### config.mk
export PLATFORM = sky130hd
export DESIGN_NAME = ipv4_host_text_parser
export DESIGN_NICKNAME = d
export VERILOG_FILES = /design/src/ihp_pkg.sv /design/src/ihp_digit_step.sv /design/src/ihp_part_track.sv /design/src/ihp_result.sv /design/src/ipv4_host_text_parser.sv
export SDC_FILE = /design/constraint.sdc
export NUM_CORES = 1
export LEC_CHECK = 0
export ABC_AREA = 1
export BUFFER_PORTS_ARGS = -buffer_cell sky130_fd_sc_hd__buf_2
export CORE_MARGIN = 3
export CORE_UTILIZATION = 55
export DETAILED_ROUTE_END_ITERATION = 12
export GPL_TIMING_DRIVEN = 0
export PLACE_DENSITY = 0.74
export SETUP_SLACK_MARGIN = 0.5
export SYNTH_ARGS = -nofsm -noshare
export SYNTH_HDL_FRONTEND = slang
export SYNTH_SLANG_ARGS = --single-unit
### constraint.sdc
create_clock -name i_clk -period 10.2 [get_ports i_clk]
set_clock_uncertainty 0.05 [all_clocks]
set_input_delay 2.55 -clock i_clk [delete_from_list [all_inputs] [get_ports i_clk]]
set_output_delay 2.55 -clock i_clk [all_outputs]
set_load 0.01 [all_outputs]
### src/ihp_pkg.sv
package ihp_pkg;

    // character codes the parser looks for
    localparam logic [7:0] CH_DOT    = 8'h2E;
    localparam logic [7:0] CH_ZERO   = 8'h30;
    localparam logic [7:0] CH_X_LOW  = 8'h78;
    localparam logic [7:0] CH_X_UP   = 8'h58;

    // at most four parts are kept
    localparam logic [2:0] PART_MAX  = 3'd4;

    // part values saturate here
    localparam logic [32:0] SAT_LIMIT = 33'h1_0000_0000;

    // radix phase of the part being read
    typedef enum logic [2:0] {
        PH_START = 3'd0,
        PH_ZERO  = 3'd1,
        PH_DEC   = 3'd2,
        PH_OCT   = 3'd3,
        PH_HEX   = 3'd4
    } t_phase;

    // first error seen inside a part
    typedef enum logic [1:0] {
        ERR_NONE  = 2'd0,
        ERR_EMPTY = 2'd2,
        ERR_DIGIT = 2'd3
    } t_part_err;

    // result status codes
    typedef enum logic [2:0] {
        ST_OK       = 3'd0,
        ST_TOO_MANY = 3'd1,
        ST_EMPTY    = 3'd2,
        ST_DIGIT    = 3'd3,
        ST_RANGE    = 3'd4
    } t_status;

    // closed view of the host text after the final part
    typedef struct packed {
        logic [2:0]        count;
        logic [3:0][32:0]  vals;
        t_part_err         err;
        logic              too_many;
    } t_close_info;

endpackage

### src/ihp_digit_step.sv
module ihp_digit_step (
    input  logic [7:0]      i_ch,
    input  logic [32:0]     i_acc,
    input  ihp_pkg::t_phase i_phase,
    input  logic [1:0]      i_chars,
    output logic [32:0]     o_acc,
    output ihp_pkg::t_phase o_phase,
    output logic [1:0]      o_chars,
    output logic            o_bad
);
    import ihp_pkg::*;

    // hex digit value, 31 for anything that is not a digit
    function automatic logic [4:0] digit_value(input logic [7:0] c);
        logic [4:0] d;
        d = 5'd31;
        if (c >= 8'h30 && c <= 8'h39) d = 5'(c - 8'h30);
        else if (c >= 8'h61 && c <= 8'h66) d = 5'(c - 8'h61 + 8'd10);
        else if (c >= 8'h41 && c <= 8'h46) d = 5'(c - 8'h41 + 8'd10);
        return d;
    endfunction

    logic [4:0]  w_digit;
    logic [4:0]  w_radix;
    logic        w_add;
    logic [36:0] w_wide;
    logic [36:0] w_prod;
    logic [36:0] w_sum;

    always_comb begin
        w_digit = digit_value(i_ch);
        o_chars = (i_chars == 2'd3) ? 2'd3 : i_chars + 2'd1;
        o_phase = i_phase;
        w_add   = 1'b1;
        w_radix = 5'd16;

        // phase walk: leading zero, then x for hex or octal digits
        unique case (i_phase)
            PH_START: begin
                if (i_ch == CH_ZERO) begin
                    o_phase = PH_ZERO;
                    w_add   = 1'b0;
                end else begin
                    o_phase = PH_DEC;
                    w_radix = 5'd10;
                end
            end
            PH_ZERO: begin
                if (i_ch == CH_X_LOW || i_ch == CH_X_UP) begin
                    o_phase = PH_HEX;
                    w_add   = 1'b0;
                end else begin
                    o_phase = PH_OCT;
                    w_radix = 5'd8;
                end
            end
            PH_DEC:  w_radix = 5'd10;
            PH_OCT:  w_radix = 5'd8;
            PH_HEX:  w_radix = 5'd16;
            default: w_radix = 5'd16;
        endcase

        // shift-add by the constant radix
        w_wide = {4'd0, i_acc};
        unique case (w_radix)
            5'd8:    w_prod = w_wide << 3;
            5'd10:   w_prod = (w_wide << 3) + (w_wide << 1);
            default: w_prod = w_wide << 4;
        endcase
        w_sum = w_prod + {32'd0, w_digit};

        o_bad = w_add && (w_digit >= w_radix);
        o_acc = i_acc;
        if (w_add && !o_bad) begin
            o_acc = (w_sum > {4'd0, SAT_LIMIT}) ? SAT_LIMIT : w_sum[32:0];
        end
    end

endmodule

### src/ihp_part_track.sv
module ihp_part_track (
    input  logic                 i_clk,
    input  logic                 i_rst_n,
    input  logic                 i_step,
    input  logic [7:0]           i_ch,
    input  logic                 i_no_char,
    input  logic                 i_last,
    output ihp_pkg::t_close_info o_info
);
    import ihp_pkg::*;

    logic [2:0]        r_count, n_count;
    logic [3:0][32:0]  r_vals;
    logic [32:0]       r_acc, n_acc;
    t_phase            r_phase, n_phase;
    logic [1:0]        r_chars, n_chars;
    t_part_err         r_err, n_err;
    logic              r_too_many, n_too_many;

    logic [32:0]       w_d_acc;
    t_phase            w_d_phase;
    logic [1:0]        w_d_chars;
    logic              w_d_bad;

    logic              w_is_dot, w_is_chr;
    logic [32:0]       w_a_acc;
    logic [1:0]        w_a_chars;
    t_part_err         w_a_err;
    logic [2:0]        w_c1_count, w_c2_count;
    logic [3:0][32:0]  w_c1_vals, w_c2_vals;
    t_part_err         w_c1_err, w_c2_err;
    logic              w_c1_tmp, w_c2_tmp;
    logic [32:0]       w_f_acc;
    logic [1:0]        w_f_chars;

    ihp_digit_step u_digit (
        .i_ch    (i_ch),
        .i_acc   (r_acc),
        .i_phase (r_phase),
        .i_chars (r_chars),
        .o_acc   (w_d_acc),
        .o_phase (w_d_phase),
        .o_chars (w_d_chars),
        .o_bad   (w_d_bad)
    );

    always_comb begin
        w_is_dot = !i_no_char && (i_ch == CH_DOT);
        w_is_chr = !i_no_char && (i_ch != CH_DOT);

        // character into the open part
        w_a_acc   = w_is_chr ? w_d_acc : r_acc;
        w_a_chars = w_is_chr ? w_d_chars : r_chars;
        w_a_err   = r_err;
        if (w_is_chr && w_d_bad && r_err == ERR_NONE) w_a_err = ERR_DIGIT;

        // dot closes the open part
        w_c1_count = r_count;
        w_c1_vals  = r_vals;
        w_c1_err   = w_a_err;
        w_c1_tmp   = r_too_many;
        if (w_is_dot) begin
            if (r_chars == 2'd0 && w_c1_err == ERR_NONE) w_c1_err = ERR_EMPTY;
            if (r_count >= PART_MAX) begin
                w_c1_tmp = 1'b1;
            end else begin
                w_c1_vals[r_count[1:0]] = r_acc;
                w_c1_count = r_count + 3'd1;
            end
        end
        w_f_acc   = w_is_dot ? 33'd0 : w_a_acc;
        w_f_chars = w_is_dot ? 2'd0 : w_a_chars;

        // final close; a trailing empty part is dropped
        w_c2_count = w_c1_count;
        w_c2_vals  = w_c1_vals;
        w_c2_err   = w_c1_err;
        w_c2_tmp   = w_c1_tmp;
        if (!(w_f_chars == 2'd0 && w_c1_count != 3'd0)) begin
            if (w_f_chars == 2'd0 && w_c2_err == ERR_NONE) w_c2_err = ERR_EMPTY;
            if (w_c1_count >= PART_MAX) begin
                w_c2_tmp = 1'b1;
            end else begin
                w_c2_vals[w_c1_count[1:0]] = w_f_acc;
                w_c2_count = w_c1_count + 3'd1;
            end
        end
        o_info.count    = w_c2_count;
        o_info.vals     = w_c2_vals;
        o_info.err      = w_c2_err;
        o_info.too_many = w_c2_tmp;

        // next state: back to start after the last item
        n_count    = r_count;
        n_acc      = r_acc;
        n_phase    = r_phase;
        n_chars    = r_chars;
        n_err      = r_err;
        n_too_many = r_too_many;
        if (i_step) begin
            if (i_last) begin
                n_count    = 3'd0;
                n_acc      = 33'd0;
                n_phase    = PH_START;
                n_chars    = 2'd0;
                n_err      = ERR_NONE;
                n_too_many = 1'b0;
            end else begin
                n_count    = w_c1_count;
                n_acc      = w_f_acc;
                n_phase    = w_is_dot ? PH_START : (w_is_chr ? w_d_phase : r_phase);
                n_chars    = w_f_chars;
                n_err      = w_c1_err;
                n_too_many = w_c1_tmp;
            end
        end
    end

    always_ff @(posedge i_clk) begin
        if (!i_rst_n) begin
            r_count    <= 3'd0;
            r_acc      <= 33'd0;
            r_phase    <= PH_START;
            r_chars    <= 2'd0;
            r_err      <= ERR_NONE;
            r_too_many <= 1'b0;
        end else begin
            r_count    <= n_count;
            r_acc      <= n_acc;
            r_phase    <= n_phase;
            r_chars    <= n_chars;
            r_err      <= n_err;
            r_too_many <= n_too_many;
        end
    end

    // stored part values; only entries below the count are read
    always_ff @(posedge i_clk) begin
        if (i_step && !i_last) r_vals <= w_c1_vals;
    end

endmodule

### src/ihp_result.sv
module ihp_result (
    input  ihp_pkg::t_close_info i_info,
    output logic [31:0]          o_address,
    output logic [2:0]           o_status
);
    import ihp_pkg::*;

    t_status     w_status;
    logic [31:0] w_addr;
    logic        w_range;

    always_comb begin
        w_range = 1'b0;
        w_addr  = 32'd0;

        // range checks and byte placement by part count
        unique case (i_info.count)
            3'd1: begin
                w_range = i_info.vals[0][32];
                w_addr  = i_info.vals[0][31:0];
            end
            3'd2: begin
                w_range = (|i_info.vals[0][32:8]) || (|i_info.vals[1][32:24]);
                w_addr  = {i_info.vals[0][7:0], i_info.vals[1][23:0]};
            end
            3'd3: begin
                w_range = (|i_info.vals[0][32:8]) || (|i_info.vals[1][32:8])
                       || (|i_info.vals[2][32:16]);
                w_addr  = {i_info.vals[0][7:0], i_info.vals[1][7:0],
                           i_info.vals[2][15:0]};
            end
            3'd4: begin
                w_range = (|i_info.vals[0][32:8]) || (|i_info.vals[1][32:8])
                       || (|i_info.vals[2][32:8]) || (|i_info.vals[3][32:8]);
                w_addr  = {i_info.vals[0][7:0], i_info.vals[1][7:0],
                           i_info.vals[2][7:0], i_info.vals[3][7:0]};
            end
            default: begin
                w_range = 1'b0;
                w_addr  = 32'd0;
            end
        endcase

        // error priority
        if (i_info.too_many) begin
            w_status = ST_TOO_MANY;
        end else if (i_info.err == ERR_EMPTY) begin
            w_status = ST_EMPTY;
        end else if (i_info.err == ERR_DIGIT) begin
            w_status = ST_DIGIT;
        end else if (i_info.count == 3'd0 || i_info.count > PART_MAX) begin
            w_status = ST_EMPTY;
        end else if (w_range) begin
            w_status = ST_RANGE;
        end else begin
            w_status = ST_OK;
        end

        o_status  = w_status;
        o_address = (w_status == ST_OK) ? w_addr : 32'd0;
    end

endmodule

### src/ipv4_host_text_parser.sv
// Dotted IPv4 host text parser.
// Input channel: one character per item on i_ch, with i_no_char for an item
// that carries none (empty text) and i_last on the final item. An item is
// taken on a clock edge with i_valid high and o_stall low.
// Output channel: one item per host text, given after the item marked last,
// with o_address and o_status (0 ok, 1 too many parts, 2 empty part,
// 3 bad digit, 4 value too large); o_address is zero on error. It is taken
// on an edge with o_valid high and i_stall low.
// Throughput: one character per cycle while o_stall is low. Each item goes
// through an input register and then one pass of digit and close logic into
// the result register, so o_valid rises when the last item moves on from the
// input register. The per-character work is one shift-add by the radix.
// Reset (synchronous, active low) empties both registers and returns the
// parser to the start of a host. After every result the parser also goes
// back to the start. While i_stall holds a result, one more item can sit
// in the input register before o_stall rises.
module ipv4_host_text_parser (
    input  logic        i_clk,
    input  logic        i_rst_n,
    input  logic        i_valid,
    output logic        o_stall,
    input  logic [7:0]  i_ch,
    input  logic        i_no_char,
    input  logic        i_last,
    output logic        o_valid,
    input  logic        i_stall,
    output logic [31:0] o_address,
    output logic [2:0]  o_status
);
    import ihp_pkg::*;

    logic        r_in_valid, n_in_valid;
    logic [7:0]  r_ch;
    logic        r_no_char;
    logic        r_last;
    logic        r_out_valid, n_out_valid;
    logic [31:0] r_address;
    logic [2:0]  r_status;

    logic        w_advance;
    logic        w_take;
    logic        w_step;
    t_close_info w_info;
    logic [31:0] w_address;
    logic [2:0]  w_status;

    // handshake: input register moves on when the result register is free
    assign w_advance = !r_out_valid || !i_stall;
    assign o_stall   = r_in_valid && !w_advance;
    assign w_take    = i_valid && !o_stall;
    assign w_step    = r_in_valid && w_advance;

    ihp_part_track u_track (
        .i_clk     (i_clk),
        .i_rst_n   (i_rst_n),
        .i_step    (w_step),
        .i_ch      (r_ch),
        .i_no_char (r_no_char),
        .i_last    (r_last),
        .o_info    (w_info)
    );

    ihp_result u_result (
        .i_info    (w_info),
        .o_address (w_address),
        .o_status  (w_status)
    );

    always_comb begin
        n_in_valid = r_in_valid;
        if (w_take) n_in_valid = 1'b1;
        else if (w_step) n_in_valid = 1'b0;

        n_out_valid = r_out_valid;
        if (w_step && r_last) n_out_valid = 1'b1;
        else if (!i_stall) n_out_valid = 1'b0;
    end

    // control
    always_ff @(posedge i_clk) begin
        if (!i_rst_n) begin
            r_in_valid  <= 1'b0;
            r_out_valid <= 1'b0;
        end else begin
            r_in_valid  <= n_in_valid;
            r_out_valid <= n_out_valid;
        end
    end

    // payload
    always_ff @(posedge i_clk) begin
        if (w_take) begin
            r_ch      <= i_ch;
            r_no_char <= i_no_char;
            r_last    <= i_last;
        end
        if (w_step && r_last) begin
            r_address <= w_address;
            r_status  <= w_status;
        end
    end

    assign o_valid   = r_out_valid;
    assign o_address = r_address;
    assign o_status  = r_status;

endmodule

==> results of run 1 <==
-- where the power goes --
group | internal [mW] | switching, mW
Combinational | 0.0641 | 0.165
Sequential | 1.00 | 0.00941
Clock | 0.550 | 0.368
Total | 1.62 | 0.543
-- metrics by stage --
step	std cells	utilization, %	cell area (um2)	hold WS, ns
6_report	3058	62.1	18700	0.442
3_3_place_gp	3009	59.1	17800	0.422
5_1_grt	3058	62.1	18700	0.466
2_1_floorplan	2569	-	17000	0.406
3_5_place_dp	3013	59.3	17900	0.435
4_1_cts	3058	62.1	18700	0.443
-- worst paths after layout --
check                                        end  slack (ns)  cells past startpoint
worst min-delay path            u_track.r_err[1]        0.44                      2
worst max register to register     o_address[21]        3.01                     43
worst max-delay path               o_address[21]        3.01                     43
worst min register to register  u_track.r_err[1]        0.44                      2
-- layout make-up --
cell class,count,share of cell area [%]
tap,390,2.61
sequential,223,33.4
buffer,95,2.31
clock buffer,31,3.47
timing repair buffer,54,1.77
inverter,362,7.27
clock inverter,14,0.911
multi-input combinational,1889,48.3
-- cells in the mapped netlist, drive strengths merged (2+ instances only) --
library cell,count,area share [%]
nand3,199,6.1
edfxtp,177,31
nor4,12,0.44
a221oi,23,1.2
dfxtp,46,5.4
xor2,13,0.67
nor2,352,8.3
inv,357,7.9
xnor2,4,0.21
o21bai,4,0.26
a311oi,2,0.10
nand3b,6,0.26
a211oi,4,0.18
clkinv,5,0.11
a21oi,183,5.4
o22ai,14,0.51
buf,29,1.1
a31oi,2,0.073
fa,2,0.23
clkbuf,66,1.5
ha,51,3.7
nand2,784,18
nor3,13,0.38
o21a,10,0.44
o21ai,153,4.6
and2,6,0.22
o2bb2ai,3,0.15
or2,4,0.15
nand4,35,1.3
-- cell usage in the layout, fill, tap and decap left out, types with 3 or more instances in the layout --
cell	Yosys	final
sky130_fd_sc_hd__nor2_2	34	34
sky130_fd_sc_hd__buf_6	7	7
sky130_fd_sc_hd__buf_4	4	4
sky130_fd_sc_hd__inv_1	344	344
sky130_fd_sc_hd__clkinv_1	5	10
sky130_fd_sc_hd__clkbuf_16	0	25
sky130_fd_sc_hd__nor4_1	12	12
sky130_fd_sc_hd__o21ai_1	24	24
sky130_fd_sc_hd__o21ai_0	126	126
sky130_fd_sc_hd__xnor2_1	4	4
sky130_fd_sc_hd__ha_1	51	51
sky130_fd_sc_hd__nor2_1	316	315
sky130_fd_sc_hd__xor2_1	13	13
sky130_fd_sc_hd__o2bb2ai_1	3	3
sky130_fd_sc_hd__nor3_1	13	13
sky130_fd_sc_hd__buf_2	5	56
sky130_fd_sc_hd__inv_2	13	13
sky130_fd_sc_hd__bufinv_16	0	4
sky130_fd_sc_hd__nand3_1	189	189
sky130_fd_sc_hd__o21a_1	10	10
sky130_fd_sc_hd__or2_2	4	4
sky130_fd_sc_hd__a21oi_1	183	183
sky130_fd_sc_hd__nand3b_1	6	6
sky130_fd_sc_hd__o21ai_2	3	3
sky130_fd_sc_hd__clkinv_2	0	3
sky130_fd_sc_hd__edfxtp_1	177	177
sky130_fd_sc_hd__dfxtp_1	46	46
sky130_fd_sc_hd__nand2_1	771	771
sky130_fd_sc_hd__a221oi_1	23	23
sky130_fd_sc_hd__clkbuf_1	66	72
sky130_fd_sc_hd__buf_1	13	12
sky130_fd_sc_hd__nor2_4	2	3
sky130_fd_sc_hd__nand4_1	35	35
sky130_fd_sc_hd__o22ai_1	14	14
sky130_fd_sc_hd__and2_1	5	5
sky130_fd_sc_hd__nand2_2	11	11
sky130_fd_sc_hd__a211oi_1	4	4
sky130_fd_sc_hd__buf_12	0	4
sky130_fd_sc_hd__nand3_2	10	10
-- worst register-to-register path: cells and delay by family (launching register included) --
| family | cells | cell delay, ns |
|---|---|---|
| AND/OR/NAND/NOR | 31 | 3.65 |
| buffers and inverters | 7 | 1.44 |
| AO/OA/AOI/OAI | 2 | 0.75 |
| adder cells (fa/ha/maj) | 3 | 0.65 |
| flip-flops | 1 | 0.42 |
-- flip-flops by register name (all words and copies together) (netlist names), 3 cells and up --
name / cells
o_status: 3
r_ch: 8
u_track.r_acc: 33
o_address: 32
u_track.r_vals: 132
u_track.r_count: 3
u_track.r_phase: 3
-- metal layers --
layer | up-vias | routed length (um) | share of wire (%) | track usage, %
li1 | 8531 | - | - | -
met1 | 8129 | 25600 | 42 | 51.3
met2 | 993 | 25600 | 42 | 53.3
met3 | 135 | 7420 | 12 | 9.62
met4 | 2 | 1800 | 3.0 | 9.38
met5 | - | 13 | 0.021 | 0
-- cell families (layout without fill, tap and decap cells) --
kind of cell,Yosys count,count (layout),share of synthesized area (%)
AND/OR/NAND/NOR,1412,1412,34.8
buffers and inverters,457,556,10.5
AO/OA/AOI/OAI,406,406,13.2
flip-flops,223,223,36.6
adder cells (fa/ha/maj),53,53,3.98
XOR/XNOR,17,17,0.874
multiplexers,1,1,0.0587
==> impl_metrics.json, run 1 <==
{
  "cts_setup_buffers": 0,
  "placeableCoreArea_um2": 30100,
  "die_width_um": 182,
  "cts.repair.resized": 0,
  "number_of_global_route_vias_before_repair": 16000,
  "post_synth.cell_area_avg_um2": 6.63,
  "post_synth_inst_count": 2569,
  "p_per_area_nw_per_um2": 116,
  "syn-num-nets": 2636,
  "cts.reportedPaths.clkPinSlew_ns": 0.06,
  "final_setup_slack_of_the_worst_path_ns": 3.01,
  "hp-class": "flop to flop",
  "timing.final.crit_share_pct": 70.5,
  "die_area_um2": 33100,
  "ant_nets": 0,
  "setup_violations": 0,
  "layout_fillers": 2814,
  "slew_headroom_pct": 44.6,
  "hold_violations": 0,
  "final_max_slew_viol_count": 0,
  "synthesis.yosys.warnings": 0,
  "cts_sinks": 223,
  "max_clock_freq_mhz": 139,
  "hold_start": "u_track.r_err[1]",
  "grt_antenna_before_repair": 1,
  "worst_path_max_delay_cell": "sky130_fd_sc_hd__nor3_1",
  "insertedDiodeCount": 0,
  "overflow": 0,
  "critical_path_s_most_frequent_cell": "sky130_fd_sc_hd__nand2_1",
  "synth_edf_count": 177,
  "timing.critical_path.to_type": "flop",
  "ys_async_sr_fraction_pct": 0,
  "seq_area_um2": 6240,
  "cts_hold_repair.buffers": 0,
  "grt_pass1_wl_um": 92100,
  "synth.yosys.seq_area_share_pct": 36.6,
  "top_level_i_o_count": 51,
  "final.min_clock_period_ns": 7.19,
  "port_buffers": 50,
  "path_buf_inv": 7,
  "timing_worst_slew_pin_value_ns": 0.831,
  "synth.cell_area_um2": 17000,
  "setup-tns-final_ns": 0,
  "hpwl_after_detailed_placement_um": 48400,
  "grt_usage_pct": 35.6,
  "crit_path_max_fanout": 10,
  "h-tree-depth": 1,
  "fraction_of_final_layout_cells_with_drive_strength_greater_than_1_pct": 7.01,
  "final_net_count": 2717,
  "power.leakage_nw": 8.24,
  "multi_input_comb_area_um2": 9020,
  "path_delay_family": "simple AND/OR/NAND/NOR gates",
  "critical_setup_path_kind": "flop to flop",
  "pin_count_of_the_biggest_net_entering_global_routing": 40,
  "critical_path.startpoint": "r_ch[0]",
  "critical_path_required_ns": 10.42,
  "place_congestion": 1.07,
  "tritoncts.num_buffers": 25,
  "vdd_drop_max_uv": 141,
  "via_per_inst": 5.82,
  "clk-insertion-delay-late_ns": 0.53,
  "drc_violations_left": 0,
  "critPathMaxStageDelay_ns": 0.52,
  "dominantRegCellSynth": "sky130_fd_sc_hd__edfxtp_1",
  "clockBufferDepth": 3,
  "arrival_ns": 7.42,
  "grt_setup_unrepaired": "false",
  "first_pass_iters": 6,
  "core.rowCount": 63,
  "rr_startpoint": "r_ch[0]",
  "via_count": 17800,
  "yosysUniqueCellTypes": 53,
  "drt-total-wl_um": 60500,
  "areaGrowthSynthToFinish_pct": 9.65,
  "worstSetupStartpointType": "flop",
  "drv_cap": 0,
  "fp.dieH_um": 182,
  "clock_tree_from_tritoncts": "done",
  "start_util_pct": 56.6,
  "routed_wire_length_per_instance_um": 19.8,
  "detail_route.iter0.violations": 2179,
  "ys_ff_latch": 223,
  "outcome": "completed",
  "total_power_mw": 2.16,
  "post-place-ws_ns": 3.32,
  "clock_tree.root_cell": "sky130_fd_sc_hd__clkbuf_16"
}
Power figures use the tool's default switching activity.
==> inputs of run 2 (changes only) <==
==> constraint.sdc (replaced) <==
create_clock -name i_clk -period 7.1 [get_ports i_clk]
set_clock_uncertainty 0.05 [all_clocks]
set_input_delay 1.775 -clock i_clk [delete_from_list [all_inputs] [get_ports i_clk]]
set_output_delay 1.775 -clock i_clk [all_outputs]
set_load 0.01 [all_outputs]
==> run 2 against run 1 <==
Net effect:
- fmax up 12%
- non-clock buffer count up 13
- via count up 0.82%
- sequential power up 44%
- sequential cell count unchanged
- final cell count up 0.52%
- worst setup slack worse by 2.3 ns
- sequential share of layout area down 0.63 points
- highest routed layer is now met4
==> impl_metrics.json, run 2 (synthesized netlist as in run 1, its figures left out) <==
{
  "setup_violations": 0,
  "p_per_area_nw_per_um2": 167,
  "routed_wire_length_per_instance_um": 19.7,
  "place_congestion": 1.12,
  "number_of_global_route_vias_before_repair": 16200,
  "grt_usage_pct": 35.4,
  "detail_route.iter0.violations": 2181,
  "dpl_cell_area_um2": 17800,
  "h-tree-depth": 1,
  "post-place-ws_ns": 0.228,
  "worst_path_max_delay_cell": "sky130_fd_sc_hd__nor2_1",
  "regMostFlops": "u_track.r_vals",
  "rr_startpoint": "r_ch[0]",
  "ant_nets": 0,
  "final_max_slew_viol_count": 0,
  "grt_antenna_before_repair": 0,
  "die_area_um2": 33100,
  "hpwl_after_detailed_placement_um": 47700,
  "clock_tree_from_tritoncts": "done",
  "cts.reportedPaths.clkPinSlew_ns": 0.06,
  "grt_setup_unrepaired": "false",
  "final_setup_slack_of_the_worst_path_ns": 0.662,
  "hold_slack_ns": 0.439,
  "final_util_pct": 63.3,
  "hold_violations": 0,
  "r2r_slack_ns": 0.66,
  "critical_path.reg2reg.endpoint": "o_address[4]",
  "layout_commonest_cell": "sky130_fd_sc_hd__nand2_1",
  "timing_worst_slew_pin_value_ns": 0.948,
  "slew_headroom_pct": 36.2,
  "arrival_ns": 6.77,
  "worstHoldEndpoint": "u_track.r_chars[0]",
  "top_level_i_o_count": 51,
  "insertedDiodeCount": 0,
  "overflow": 0,
  "hold_start": "u_track.r_chars[0]",
  "worstSetupStartpointType": "flop",
  "drv_cap": 0,
  "via_per_inst": 5.83,
  "crit_path_max_fanout": 10,
  "start_util_pct": 56.6,
  "pin_count_of_the_biggest_net_entering_global_routing": 104,
  "final.min_clock_period_ns": 6.44,
  "final_net_count": 2732,
  "critPathMaxStageDelay_ns": 0.71,
  "port_buffers": 50,
  "timing.critical_path.to_type": "flop",
  "largest_register_ffs": 132,
  "via_count": 17900,
  "clockBufferDepth": 3,
  "placeableCoreArea_um2": 30100,
  "finalInstanceArea_um2": 19000,
  "drc_violations_left": 0,
  "areaGrowthSynthToFinish_pct": 11.8,
  "power.leakage_nw": 8.38,
  "critical_path_required_ns": 7.43,
  "critical_setup_path_kind": "flop to flop",
  "timing.final.crit_share_pct": 90.7,
  "max_clock_freq_mhz": 155,
  "mostFrequentLayoutCells": "sky130_fd_sc_hd__nand2_1 (755), sky130_fd_sc_hd__inv_1 (342), sky130_fd_sc_hd__nor2_1 (310), sky130_fd_sc_hd__nand3_1 (189), sky130_fd_sc_hd__a21oi_1 (183)",
  "clk-insertion-delay-late_ns": 0.53,
  "grt_pass1_wl_um": 92000,
  "core.rowCount": 63,
  "fp.dieH_um": 182,
  "die_width_um": 182,
  "first_pass_iters": 6,
  "fraction_of_final_layout_cells_with_drive_strength_greater_than_1_pct": 9.20,
  "reg2regPathDepth": 28,
  "clock_tree.root_cell": "sky130_fd_sc_hd__clkbuf_16",
  "drt-total-wl_um": 60500,
  "hold_path_depth": 2,
  "hp-class": "flop to flop",
  "cts_hold_repair.buffers": 0,
  "vdd_drop_max_uv": 229,
  "outcome": "completed",
  "cts_sinks": 223,
  "tritoncts.num_buffers": 26
}
## run 2: power by group
| part | switching (mW) | internal, mW | total [mW] |
|---|---|---|---|
| logic | 0.246 | 0.106 | 0.352 |
| clock network | 0.563 | 0.803 | 1.37 |
| registers | 0.0136 | 1.44 | 1.45 |
## run 2: routing by layer
metal	track usage, %	vias up	wire length [um]
met1	51.5	8279	26000
li1	-	8574	-
met4	9.26	0	1680
met3	6.93	112	6920
met5	0	-	0
met2	54.2	971	26000
## run 2: critical path, delay by kind of cell (launching register included)
| family | cells | cell delay, ns |
|---|---|---|
| and+or+nand+nor | 16 | 3.14 |
| AOI/OAI and AO/OA | 5 | 1.16 |
| buffers and inverters | 5 | 1.09 |
| DFF | 1 | 0.45 |
| adders and majority gates | 2 | 0.39 |
## run 2: worst max path at each step
stage | start | end | slack, ns
4_1_cts | r_ch[1] | o_address[4] | 0.58
3_5_place_dp | r_ch[0] | o_address[4] | 0.23
6_report | r_ch[0] | o_address[4] | 0.66
5_1_grt | r_ch[0] | o_address[4] | 0.48
2_1_floorplan | i_stall | u_track.r_vals[0] | 0.65
3_3_place_gp | i_stall | u_track.r_vals[116] | -1.14
## run 2: layout make-up
| type | count | area, um2 |
|---|---|---|
| clock inverters | 19 | 185 |
| multi-input cells | 1890 | 9210 |
| well taps | 390 | 488 |
| flip-flops and latches | 223 | 6240 |
| fillers | 2843 | 11100 |
| repair buffers | 67 | 418 |
| plain buffers | 95 | 465 |
| inverters | 362 | 1370 |
| clock buffers | 28 | 679 |
## run 2: repair_timing
action / 4_1_cts / 5_1_grt
setup buffers: 1 / 12
endpoints found under the setup margin: 32 / 33
pin swaps: 0 / 11
resized for setup: 9 / 64
gates cloned: 0 / 3
## run 2: per-stage QoR
stage	TNS [ns]	instances	total power [mW]
after detailed placement	0	3011	1.80
after CTS	0	3059	3.14
after floorplan	0	2569	1.70
final	0	3074	3.17
after global routing	0	3074	3.25
after global placement	-157.13	3009	1.79
==> inputs of run 3 (changes only) <==
--- a/config.mk
+++ b/config.mk
@@ -7,7 +7,7 @@
 export LEC_CHECK = 0
 export ABC_AREA = 1
 export BUFFER_PORTS_ARGS = -buffer_cell sky130_fd_sc_hd__buf_2
-export CORE_MARGIN = 3
+export CORE_MARGIN = 4
 export CORE_UTILIZATION = 55
 export DETAILED_ROUTE_END_ITERATION = 12
 export GPL_TIMING_DRIVEN = 0
==> run 3 against run 2 <==
Net effect:
- via count hardly changed
- final area grew 1.1%
- worst hold slack is essentially flat
- clock power hardly changed
- non-clock buffer count rose by 8
- largest cell class unchanged
- largest power group unchanged
- highest routed layer is now met5
==> impl_metrics.json, run 3 (synthesized netlist as in run 1, its figures left out) <==
{
  "largest_register_ffs": 132,
  "via_per_inst": 5.81,
  "final_max_slew_viol_count": 0,
  "critical_path_required_ns": 7.32,
  "setup-tns-final_ns": 0,
  "routed_wire_length_per_instance_um": 19.6,
  "power.leakage_nw": 8.42,
  "fp.dieH_um": 184,
  "critical_setup_path_kind": "flop to flop",
  "fraction_of_final_layout_cells_with_drive_strength_greater_than_1_pct": 10.5,
  "areaGrowthSynthToFinish_pct": 13.0,
  "worstHoldEndpoint": "u_track.r_phase[1]",
  "worstSetupStartpointType": "flop",
  "start_util_pct": 55.7,
  "grt_usage_pct": 34.5,
  "hold_violations": 0,
  "die_width_um": 184,
  "hold_path_depth": 2,
  "top_level_i_o_count": 51,
  "outcome": "completed",
  "clock_tree.root_cell": "sky130_fd_sc_hd__clkbuf_16",
  "seq_area_um2": 6240,
  "r2r_slack_ns": 0.77,
  "clk-insertion-delay-late_ns": 0.54,
  "place_congestion": 1.09,
  "layout_commonest_cell": "sky130_fd_sc_hd__nand2_1",
  "max_clock_freq_mhz": 158,
  "critPathMaxStageDelay_ns": 0.45,
  "hp-class": "flop to flop",
  "grt_antenna_before_repair": 0,
  "reg2regPathDepth": 42,
  "mostFrequentLayoutCells": "sky130_fd_sc_hd__nand2_1 (737), sky130_fd_sc_hd__inv_1 (342), sky130_fd_sc_hd__nor2_1 (304), sky130_fd_sc_hd__nand3_1 (182), sky130_fd_sc_hd__a21oi_1 (181)",
  "hold_start": "u_track.r_phase[1]",
  "p_per_area_nw_per_um2": 164,
  "detail_route.iter0.violations": 2302,
  "port_buffers": 50,
  "first_pass_iters": 6,
  "vdd_drop_max_uv": 205,
  "cts_sinks": 223,
  "overflow": 0,
  "drv_cap": 0,
  "via_count": 17900,
  "die_area_um2": 33900,
  "layout_fillers": 2929,
  "hpwl_after_detailed_placement_um": 47300,
  "critical_path.reg2reg.endpoint": "o_address[17]",
  "clock_tree_from_tritoncts": "done",
  "insertedDiodeCount": 0,
  "timing.final.crit_share_pct": 89.2,
  "h-tree-depth": 1,
  "tritoncts.num_buffers": 26,
  "number_of_global_route_vias_before_repair": 16200,
  "arrival_ns": 6.55,
  "timing_worst_slew_pin_value_ns": 0.860,
  "crit_path_max_fanout": 10,
  "pin_count_of_the_biggest_net_entering_global_routing": 104,
  "rr_startpoint": "r_ch[0]",
  "drt-total-wl_um": 60600,
  "final_net_count": 2740,
  "cts.reportedPaths.clkPinSlew_ns": 0.06,
  "final.min_clock_period_ns": 6.33,
  "placeableCoreArea_um2": 30600,
  "timing.critical_path.to_type": "flop",
  "core.rowCount": 64,
  "setup_violations": 0,
  "grt_pass1_wl_um": 91300,
  "multi_input_comb_area_um2": 9330,
  "worst_path_max_delay_cell": "sky130_fd_sc_hd__edfxtp_1",
  "drc_violations_left": 0,
  "clockBufferDepth": 3,
  "final_util_pct": 63.0,
  "ant_nets": 0,
  "grt_setup_unrepaired": "false",
  "cts_hold_repair.buffers": 0,
  "slew_headroom_pct": 42.1,
  "regMostFlops": "u_track.r_vals"
}
run 3: area by class of cell:
class	count	share of cell area, %
buffer	95	2.54
clock buffer	35	3.66
clock inverter	13	0.741
inverter	362	7.09
multi-input combinational	1890	48.4
sequential	223	32.4
tap	396	2.57
timing repair buffer	75	2.57
run 3: stage by stage:
stage / power, mW / instances / hold slack [ns] / cell area, um2 / setup slack, ns
2_1_floorplan: 1.70 / 2569 / 0.406 / 17000 / 0.646
3_3_place_gp: 1.79 / 3015 / 0.420 / 17800 / -1.28
3_5_place_dp: 1.80 / 3017 / 0.431 / 17900 / 0.206
4_1_cts: 3.12 / 3068 / 0.440 / 18700 / 0.557
5_1_grt: 3.26 / 3089 / 0.450 / 19300 / 0.318
6_report: 3.16 / 3089 / 0.439 / 19300 / 0.770
run 3: layer usage:
| layer | wire [um] | part of all wire (%) | GRT usage, % |
|---|---|---|---|
| met1 | 25400 | 42 | 50.6 |
| met2 | 25600 | 42 | 51.5 |
| met3 | 7380 | 12 | 7.34 |
| met4 | 2090 | 3.5 | 10.3 |
| met5 | 115 | 0.19 | 0 |
run 3: report_power, final:
| part | switching [mW] | leakage (nW) | internal (mW) |
|---|---|---|---|
| clock | 0.542 | 0.402 | 0.804 |
| combinational | 0.251 | 6.02 | 0.113 |
| sequential | 0.0130 | 2.00 | 1.44 |
| total | 0.806 | 8.42 | 2.36 |
run 3: critical path: cells and delay by family (launching register included):
family,cells,cell delay (ns)
AO/OA/AOI/OAI,3,0.72
adder cells (fa/ha/maj),2,0.59
buffers and inverters,7,1.02
flip-flops,1,0.45
AND/OR/NAND/NOR,30,3.23
run 3: worst max-delay path by stage:
stage                     depth (start not counted)     from           endpoint
after floorplan                                   7  i_stall  u_track.r_vals[0]
after global placement                           10  i_stall   u_track.r_acc[1]
after detailed placement                         38  r_ch[0]      o_address[11]
after CTS                                        40  r_ch[0]      o_address[11]
after global routing                             44  r_ch[0]      o_address[13]
final                                            42  r_ch[0]      o_address[17]
run 3: repair_timing:
item | 4_1_cts | 5_1_grt
endpoints found under the hold margin | 0 | 0
setup endpoints to repair | 32 | 33
gates resized for setup | 9 | 104
pin swaps | 1 | 24
gates cloned | 0 | 3
buffers inserted | 3 | 18
